### config.mk
export PLATFORM = sky130hd
export DESIGN_NAME = ftrt_eval
export DESIGN_NICKNAME = d
export VERILOG_FILES = /design/src/rtl/core/ftrt_pkg.sv /design/src/rtl/core/ftrt_eval.sv
export SDC_FILE = /design/constraint.sdc
export NUM_CORES = 1
export LEC_CHECK = 0
export ABC_AREA = 1
export ABC_CLOCK_PERIOD_IN_PS = 5800
export BUFFER_PORTS_ARGS = -buffer_cell sky130_fd_sc_hd__buf_2
export CAP_MARGIN = 20
export CORE_ASPECT_RATIO = 1.1
export CORE_MARGIN = 2
export CORE_UTILIZATION = 45
export DETAILED_ROUTE_END_ITERATION = 10
export PLACE_DENSITY = 0.76
export SYNTH_ARGS = -nofsm -noshare
export SYNTH_HDL_FRONTEND = slang
export SYNTH_SLANG_ARGS = --single-unit
export TNS_END_PERCENT = 50
### constraint.sdc
create_clock -name vclk -period 5.8
set_input_delay 0.58 -clock vclk [all_inputs]
set_output_delay 0.58 -clock vclk [all_outputs]
set_load 0.1 [all_outputs]
### src/rtl/core/ftrt_pkg.sv
// Shared types and constants for the file transfer receiver tracker.
// Used by ftrt_eval and file_transfer_receiver_tracker; depends on nothing.
package ftrt_pkg;

    // Protocol limits
    localparam int MaxSeq     = 4096;
    localparam int MaxPayload = 1496;

    // Derived widths
    localparam int SeqAw   = $clog2(MaxSeq);
    localparam int CntW    = SeqAw + 1;
    localparam int PlenW   = 11;
    localparam int EpochW  = 8;

    // Stream widths
    localparam int InTdataW  = 80;
    localparam int OutTdataW = 96;
    localparam int OutTuserW = 3;

    // Result status codes
    typedef enum logic [2:0] {
        ST_IGNORED      = 3'd0,
        ST_STARTED      = 3'd1,
        ST_REJECTED     = 3'd2,
        ST_STORED       = 3'd3,
        ST_DUPLICATE    = 3'd4,
        ST_OUT_OF_RANGE = 3'd5
    } status_t;

    // One received packet header
    typedef struct packed {
        logic [7:0]       first_byte;
        logic [23:0]      bytes_one_to_three;
        logic [31:0]      bytes_four_to_seven;
        logic [PlenW-1:0] payload_length;
    } item_t;

    // Transfer tracking state (the bitmap lives in memory)
    typedef struct packed {
        logic             active;
        logic [7:0]       id;
        logic [CntW-1:0]  seq_total;
        logic [PlenW-1:0] latched;
        logic [CntW-1:0]  count;
        logic [23:0]      byte_total;
    } track_t;

    // One result
    typedef struct packed {
        status_t          status;
        logic             send_ack;
        logic [6:0]       ack_transaction;
        logic [23:0]      ack_sequence;
        logic [23:0]      write_offset;
        logic [PlenW-1:0] write_length;
        logic             transfer_done;
        logic [23:0]      total_bytes;
    } result_t;

    // Bitmap side effects of one request
    typedef struct packed {
        logic mark;   // set the arrival bit of this sequence
        logic open;   // a new transfer starts: move to a fresh epoch
    } ctrl_t;

endpackage

### src/rtl/core/ftrt_eval.sv
// Per-request decision logic: from one header, the tracking state and the
// arrival bit, forms the result, the next state and the bitmap actions.
// Depends on ftrt_pkg.
module ftrt_eval (
    input  ftrt_pkg::item_t   item,
    input  ftrt_pkg::track_t  track,
    input  logic              seen,
    output ftrt_pkg::track_t  track_next,
    output ftrt_pkg::result_t result,
    output ftrt_pkg::ctrl_t   ctrl
);
    import ftrt_pkg::*;

    logic [PlenW-1:0]       plen;
    logic [PlenW-1:0]       size;
    logic [CntW-1:0]        cnt_inc;
    logic [24:0]            sum;
    logic [SeqAw+PlenW-1:0] prod;
    logic [23:0]            new_total;

    // Saturated length, size to latch, counters and offset product
    always_comb
    begin
        plen = (item.payload_length > PlenW'(MaxPayload)) ?
               PlenW'(MaxPayload) : item.payload_length;
        size = (track.latched == '0) ? plen : track.latched;
        cnt_inc = track.count + CntW'(1);
        sum = {1'b0, track.byte_total} + 25'(plen);
        new_total = sum[24] ? 24'hffffff : sum[23:0];
        prod = (SeqAw+PlenW)'(item.bytes_one_to_three[SeqAw-1:0])
             * (SeqAw+PlenW)'(size);
    end

    // Request decision
    always_comb
    begin
        track_next         = track;
        result             = '0;
        result.status      = ST_IGNORED;
        result.total_bytes = track.byte_total;
        ctrl               = '0;

        if (!track.active)
        begin
            // idle: only a start command matters
            if (item.first_byte[6:0] == 7'd0)
            begin
                if (item.bytes_four_to_seven == 32'd0 ||
                    item.bytes_four_to_seven > 32'(MaxSeq))
                begin
                    result.status = ST_REJECTED;
                end
                else
                begin
                    track_next.active     = 1'b1;
                    track_next.id         = item.bytes_one_to_three[7:0];
                    track_next.seq_total  = item.bytes_four_to_seven[CntW-1:0];
                    track_next.latched    = '0;
                    track_next.count      = '0;
                    track_next.byte_total = '0;
                    ctrl.open             = 1'b1;
                    result.status         = ST_STARTED;
                    result.total_bytes    = '0;
                end
            end
        end
        else if (item.first_byte[7] && ({1'b0, item.first_byte[6:0]} == track.id))
        begin
            // data packet of this transfer
            if (item.bytes_one_to_three >= 24'(track.seq_total))
            begin
                result.status = ST_OUT_OF_RANGE;
            end
            else
            begin
                result.send_ack        = 1'b1;
                result.ack_transaction = track.id[6:0];
                result.ack_sequence    = item.bytes_one_to_three;
                if (seen)
                begin
                    result.status = ST_DUPLICATE;
                end
                else
                begin
                    ctrl.mark             = 1'b1;
                    track_next.latched    = size;
                    track_next.count      = cnt_inc;
                    track_next.byte_total = new_total;
                    result.status         = ST_STORED;
                    result.write_length   = plen;
                    result.write_offset   = (plen != '0) ? 24'(prod) : 24'd0;
                    result.total_bytes    = new_total;
                    if (cnt_inc >= track.seq_total)
                    begin
                        result.transfer_done = 1'b1;
                        track_next.active    = 1'b0;
                    end
                end
            end
        end
    end

endmodule

# --- Word-level counts from Yosys, hierarchy flattened ---
# Index checks and enable logic that the tools add are counted.
word_totals:
  elab_cells: 50
  output_inout_bits: 167
  regBits: 0
  inputBits: 146
classes:
  addsub: 2
  n_lt_le_gt_ge: 4
  n_eq_ne: 1
  n_reduce_logical: 6
  mux: 36
  mul: 1
op_table:
  columns: ["cell", "n"]
  rows:
  - ["48-bit 2-to-1 mux", 4]
  - ["70-bit 2-to-1 mux", 2]
  - ["24-bit 2-to-1 mux", 4]
  - ["95-bit 2-to-1 mux", 1]
  - ["92-bit 2-to-1 mux", 1]
  - ["68-bit 2-to-1 mux", 1]
  - ["59-bit 2-to-1 mux", 1]
  - ["32-bit by 13-bit greater-than comparator with 1-bit output (second input constant)", 1]
  - ["32-bit logical NOT", 1]
  - ["24-bit by 11-bit adder with 25-bit output", 1]
  - ["24-bit by 13-bit >= comparator with 1-bit output", 1]
  - ["12-bit by 11-bit multiplier with 23-bit output", 1]
  - ["23-bit 2-to-1 mux", 1]
  - ["11-bit 2-to-1 mux", 2]
  - ["21-bit 2-to-1 mux", 1]
  - ["13-bit by 1-bit adder with 13-bit output (second input constant)", 1]
  - ["13-bit >= comparator", 1]
  - ["1-bit 2-to-1 mux", 13]
  - ["11-bit greater-than comparator (second input constant)", 1]
  - ["11-bit logical NOT", 1]
  - ["11-bit nonzero test", 1]
  - ["3-bit 2-to-1 mux", 3]
  - ["7-bit by 8-bit equality test with 1-bit output", 1]
  - ["7-bit logical NOT", 1]
  - ["other kinds (3)", 4]

# --- Depth between registers and ports, before layout ---
# Gate-level depths: netlist (run 1).
logic_depth:
  depth_word: 9
  mapped_depth: 32
  depth_no_buf: 32

# --- Worst setup path after synthesis (run 1) ---
# No wires, ideal clock.
synth_path:
  kind: "in2out"
  from: "input port item[7] (netlist name)"
  to: "output port result[54] (netlist name)"
  path_stages: 28
  required_time_ns: 5.220
  path_slack_ns: -1.596
  arrival_ns: 6.816
  n_path_buf: 1
  path_cell_list: "nand2_1 inv_1 nand4_1 o21ai_0 nand2_1 inv_2 nor2_1 o21ai_0 buf_2 nand2_1 fa_1 fa_1 fa_1 inv_1 fa_1 inv_1 fa_1 inv_1 ha_1 inv_1 o21ai_0 nor2_1 nand2_1 a21oi_1 or2_2 nand3b_1 nand2_1 nor2_1"
synth_lines:
  columns: ["item", "line_no", "rtl"]
  rows:
  - ["from (decl)", "ftrt_eval.sv:5", "input ftrt_pkg::item_t item,"]
  - ["to (decl)", "ftrt_eval.sv:9", "output ftrt_pkg::result_t result,"]

==> impl_metrics.ini, run 1 <==
[global_routing]
globalRoute.totalOverflow = 0
grt_pass1_vias = 11300
globalRouteTotalUtil_pct = 34.0
grt_pass1_wl_um = 58200
antenna_found_initial = 0
grt_max_degree = 37

[final_layout]
seq_cell_count = 0
instances_no_fill = 2174
nClkBuffers = 0
final_common_cell = nand2_1
seq_area_sq_um = 0
drive_gt1_share_pct = 37.5
final_cell_mix = nand2_1, buf_2, inv_1
multiInputGateArea_sq_mm = 0.00859
area_growth_pct = 50.5
fillerInstances = 1725
nets = 2258

[route]
wire_per_inst_um = 17.6
wl_um = 38300
drc = 0
met1_length_um = 14500
dr_wl_met2_um = 19200
vias = 11500
drtIter0Drc = 618
wl_met3_um = 2610
via_per_inst = 5.27
ant_nets = 0
first_pass_iters = 5
top_layer_used = met4

[pwr]
leakage_nw = 7.49
power_density_mw_per_mm2 = 395
max-vdd-ir-drop_uv = 796

[sta]
finalHoldViolations = 0
setup_ws_ns = -0.663
post-route-period-util_pct = 111
period_needed_ns = 6.46
tightest_slew_ns = 1.06
fmax_ghz = 0.155
slew_headroom_pct = 29.6
rsz0062_at_grt = true
whs_ns = 1.63
finalSetupViolations = 16
drv_slew = 0

[yosys]
yosys_warnings = 0
yosys.cell_types.count = 42
synth_area_sq_mm = 0.00895
synth_seq_area_share_pct = 0
synthTopCellsByArea = fa_1, nand2_1, ha_1
synthDominantCellAreaShare_pct = 20.1
synth_cells = 1499
syn_avg_cell_area_sq_um = 5.97
yosys.area.top_type = fa_1

[critical_path]
cp_data_required_time_ns = 5.22
worstPathArrival_ns = 5.88
crit_path_end_kind = output pin
critPathLaunchType = input pin
worstPathMaxFanout = 6
worstSetupPathType = input pin to output pin

[placed_design]
dp.cells = 2143
dp_hpwl_um = 31700
gp_congestion = 0.964
portBuffers = 301

[flow_run]
drv_cap = 0

[die]
io_pins = 313
fp.dieArea_sq_mm = 0.0210
start_util_pct = 45.5
die_h_um = 152
fp.dieW_um = 138
design.core.area_sq_mm = 0.0197
row_count = 54

[run_status]
violations = setup timing
status = finished, violations left

[min_path]
min_path_type = input pin to output pin
-- metrics by stage --
stage	setup TNS [ns]	worst slack [ns]	utilization (%)	power [mW]	cell area (sq um)
final	-8.56	-0.663	68.5	5.31	13500
after CTS	-7.55	-0.604	66.0	4.65	13000
after floorplan	-2.62	-0.326	-	2.69	9510
after global placement	-9.09	-0.661	62.8	3.95	12400
after detailed placement	-9.83	-0.730	62.8	4.00	12400
after global routing	-11.75	-0.911	68.5	5.67	13500
-- layout make-up --
cell class                 count  area share, %
inverter                     301           9.04
antenna                        1         0.0186
timing repair buffer         474           24.8
multi-input combinational   1146           63.8
tap                          252           2.34
-- Yosys cell counts, drive strengths merged --
library cell,count
a211oi,1
a21boi,2
a21o,4
a21oi,57
a22oi,1
a31oi,2
buf,47
clkbuf,16
clkinv,4
conb,1
fa,90
ha,99
inv,297
nand2,372
nand3,102
nand3b,5
nand4,19
nor2,237
nor3,27
nor3b,1
nor4,5
o211ai,1
o21a,1
o21ai,56
o21bai,5
o22ai,3
or2,6
xnor2,12
xor2,26
-- per-layer routing --
layer	GRT usage (%)	vias to the layer above
li1	-	5433
met1	40.6	5383
met2	61.5	521
met4	14.2	0
met3	4.29	120
met5	0	-
-- logic make-up after synthesis --
kind of cell | after synthesis | share of synthesized area (%)
AND/OR/NAND/NOR | 774 | 37.3
adder cells (fa/ha/maj) | 189 | 34.0
AO/OA/AOI/OAI | 133 | 7.97
XOR/XNOR | 38 | 3.72
buffers and inverters | 364 | 17.0
other | 1 | 0.0419
-- path summary, 6_finish.rpt --
| path | start | end | slack (ns) | cells after the start |
|---|---|---|---|---|
| worst max-delay path | track[40] | result[58] | -0.66 | 27 |
| worst min-delay path | item[55] | result[72] | 1.63 | 4 |
-- worst max-delay path, cell delays in order --
cell,delay [ns]
buf_8,0.11
inv_2,0.05
nand4_1,0.18
nor3_4,0.27
buf_4,0.15
buf_4,0.09
buf_6,0.11
nand2_4,0.07
nand2_8,0.11
inv_8,0.05
nor2_4,0.07
fa_1,0.44
fa_1,0.58
fa_1,0.44
fa_1,0.52
inv_2,0.04
fa_1,0.50
inv_2,0.05
ha_4,0.26
a21oi_4,0.17
buf_4,0.16
o21ai_4,0.06
o21ai_0,0.17
nand3_1,0.15
xnor2_2,0.18
nor2_4,0.13
buf_12,0.18
-- power by group --
part	leakage, nW	switching [mW]	internal, mW
Clock	0.00000634	0	0.0000000231
Combinational	7.49	3.07	2.25
Sequential	0	0	0
Total	7.49	3.07	2.25
-- what timing repair did --
| action | 4_1_cts | 5_1_grt |
|---|---|---|
| setup buffers | 18 | 13 |
| setup endpoints to repair | 18 | 18 |
| hold endpoints to repair | 0 | 0 |
| hold buffers | 0 | 0 |
| cloned | 0 | 0 |
| resized for setup | 117 | 100 |
| pin swaps | 75 | 87 |
Power figures use the tool's default switching activity.
==> inputs of run 2 (changes only) <==
--- a/config.mk
+++ b/config.mk
@@ -6,14 +6,14 @@
 export NUM_CORES = 1
 export LEC_CHECK = 0
 export ABC_AREA = 1
-export ABC_CLOCK_PERIOD_IN_PS = 5800
-export BUFFER_PORTS_ARGS = -buffer_cell sky130_fd_sc_hd__buf_2
+export ABC_CLOCK_PERIOD_IN_PS = 7200
+export BUFFER_PORTS_ARGS = -buffer_cell sky130_fd_sc_hd__buf_4
 export CAP_MARGIN = 20
 export CORE_ASPECT_RATIO = 1.1
 export CORE_MARGIN = 2
 export CORE_UTILIZATION = 45
 export DETAILED_ROUTE_END_ITERATION = 10
-export PLACE_DENSITY = 0.76
+export PLACE_DENSITY = 0.73
 export SYNTH_ARGS = -nofsm -noshare
 export SYNTH_HDL_FRONTEND = slang
 export SYNTH_SLANG_ARGS = --single-unit
==> constraint.sdc (replaced) <==
create_clock -name vclk -period 7.2
set_input_delay 0.72 -clock vclk [all_inputs]
set_output_delay 0.72 -clock vclk [all_outputs]
set_load 0.1 [all_outputs]
==> run 2 against run 1 <==
Against the previous run: the run now ends clean; die area unchanged; sequential share of layout area stayed put; combinational power down 42%; core utilization decreased by 6.8 points; hold slack better by 0.23 ns; first-iteration DRC count increased by 13%; global-route usage down 1.7 points; wire length is 7.2% lower; critical path type unchanged; critical endpoint is now result[51].
==> impl_metrics.ini, run 2 (synthesis gave the netlist of run 1 again) <==
[final_layout]
final_common_cell = nand2_1
final_cell_mix = nand2_1, buf_4, inv_1
nClkBuffers = 0
area_growth_pct = 35.5
seq_cell_count = 0
fin_area_sq_mm = 0.0121
seq_area_sq_um = 0
nets = 2145
diodes = 0
fillerInstances = 1938
multiInputGateArea_sq_mm = 0.00785
drive_gt1_share_pct = 26.4

[sta]
setup_ws_ns = 0.0403
whs_ns = 1.86
tightest_slew_ns = 1.06
finalHoldViolations = 0
rsz0062_at_grt = true
fmax_ghz = 0.140
drv_slew = 0
period_needed_ns = 7.16
slew_headroom_pct = 28.9
finalSetupViolations = 0
fin_setup_tns_ns = 0
post-route-period-util_pct = 99.4

[pwr]
switching_share_pct = 61.6
power_density_mw_per_mm2 = 254
p_int_mw = 1.18
power_frac_clock_pct = 0
combPwrFrac_pct = 100.0
power_switching_mw = 1.90
max-vdd-ir-drop_uv = 474
leakage_nw = 6.85
p_seq_share_pct = 0

[flow_run]
drv_cap = 0

[critical_path]
worstPathArrival_ns = 6.44
crit_path_end_kind = output pin
worstSetupPathType = input pin to output pin
critPathLaunchType = input pin
worstPathMaxFanout = 6
cp_data_required_time_ns = 6.48

[run_status]
status = finished clean

[die]
row_count = 54
start_util_pct = 45.5
fp.dieArea_sq_mm = 0.0210
die_h_um = 152
io_pins = 313
design.core.area_sq_mm = 0.0197
fp.dieW_um = 138

[route]
vias = 10800
via_per_inst = 5.25
drtIter0Drc = 697
wl_um = 35500
wire_per_inst_um = 17.3
ant_nets = 0
drc = 0
first_pass_iters = 6

[placed_design]
place_ws_ns = -0.127
gp_congestion = 0.972
dpl_cell_area_sq_mm = 0.0115
portBuffers = 301
dp_hpwl_um = 30400

[global_routing]
grt_pass1_vias = 10500
antenna_found_initial = 0
grt_max_degree = 37
grt_pass1_wl_um = 55300
globalRoute.totalOverflow = 0
globalRouteTotalUtil_pct = 32.4

[min_path]
min_path_cells = 4
min_path_type = input pin to output pin

[clock_tree]
ctsHoldBuffers = 0
==> run 2: critical path: stages <==
cell and delay, ns:
buf_6 0.09, inv_2 0.04, nand4_1 0.17, nor3_2 0.27, buf_4 0.19, clkinvlp_4 0.15, o21ai_2 0.17, buf_6 0.14
clkinvlp_4 0.21, nor2_4 0.16, fa_1 0.45, fa_1 0.51, fa_1 0.46, fa_1 0.56, inv_1 0.06, fa_1 0.53
inv_1 0.07, ha_4 0.26, a21o_1 0.23, a31oi_2 0.21, buf_4 0.14, nand2_1 0.05, or2_2 0.26, nand2_1 0.08
nor2_2 0.04, buf_6 0.17
==> run 2: path summary, 6_finish.rpt <==
| check | startpoint | end |
|---|---|---|
| setup / recovery | track[43] | result[51] |
| hold / removal | item[55] | result[72] |
==> run 2: metrics by stage <==
step | std cells | total power [mW] | util (%)
2_1_floorplan | 1510 | 1.81 | -
3_3_place_gp | 2046 | 2.47 | 58.6
3_5_place_dp | 2046 | 2.48 | 58.6
4_1_cts | 2046 | 2.50 | 58.8
5_1_grt | 2060 | 3.39 | 61.6
6_report | 2060 | 3.08 | 61.6
==> run 2: routing by layer <==
metal | GRT usage (%) | up-vias | routed length, um
met5 | 0 | - | 0
met4 | 12.4 | 0 | 1660
met3 | 5.33 | 93 | 2990
met2 | 56.6 | 491 | 17300
met1 | 39.9 | 5033 | 13600
li1 | - | 5194 | -
==> run 2: cell type report <==
cell class	instances	area share (%)
multi-input combinational	1146	64.7
inverter	301	9.43
tap	252	2.60
timing repair buffer	361	23.2
==> run 2: power groups by stage <==
stage                     Sequential, mW  Clock, mW  Combinational [mW]
final                                  0          0                3.08
after global routing                   0          0                3.39
after CTS                              0          0                2.50
after detailed placement               0          0                2.48
after global placement                 0          0                2.47
after floorplan                        0          0                1.81
==> run 2: repair_timing <==
item / 4_1_cts / 5_1_grt
pin swaps: 0 / 47
gates resized for setup: 7 / 128
setup buffers: 0 / 13
cloned: 0 / 1
setup endpoints to repair: 10 / 13
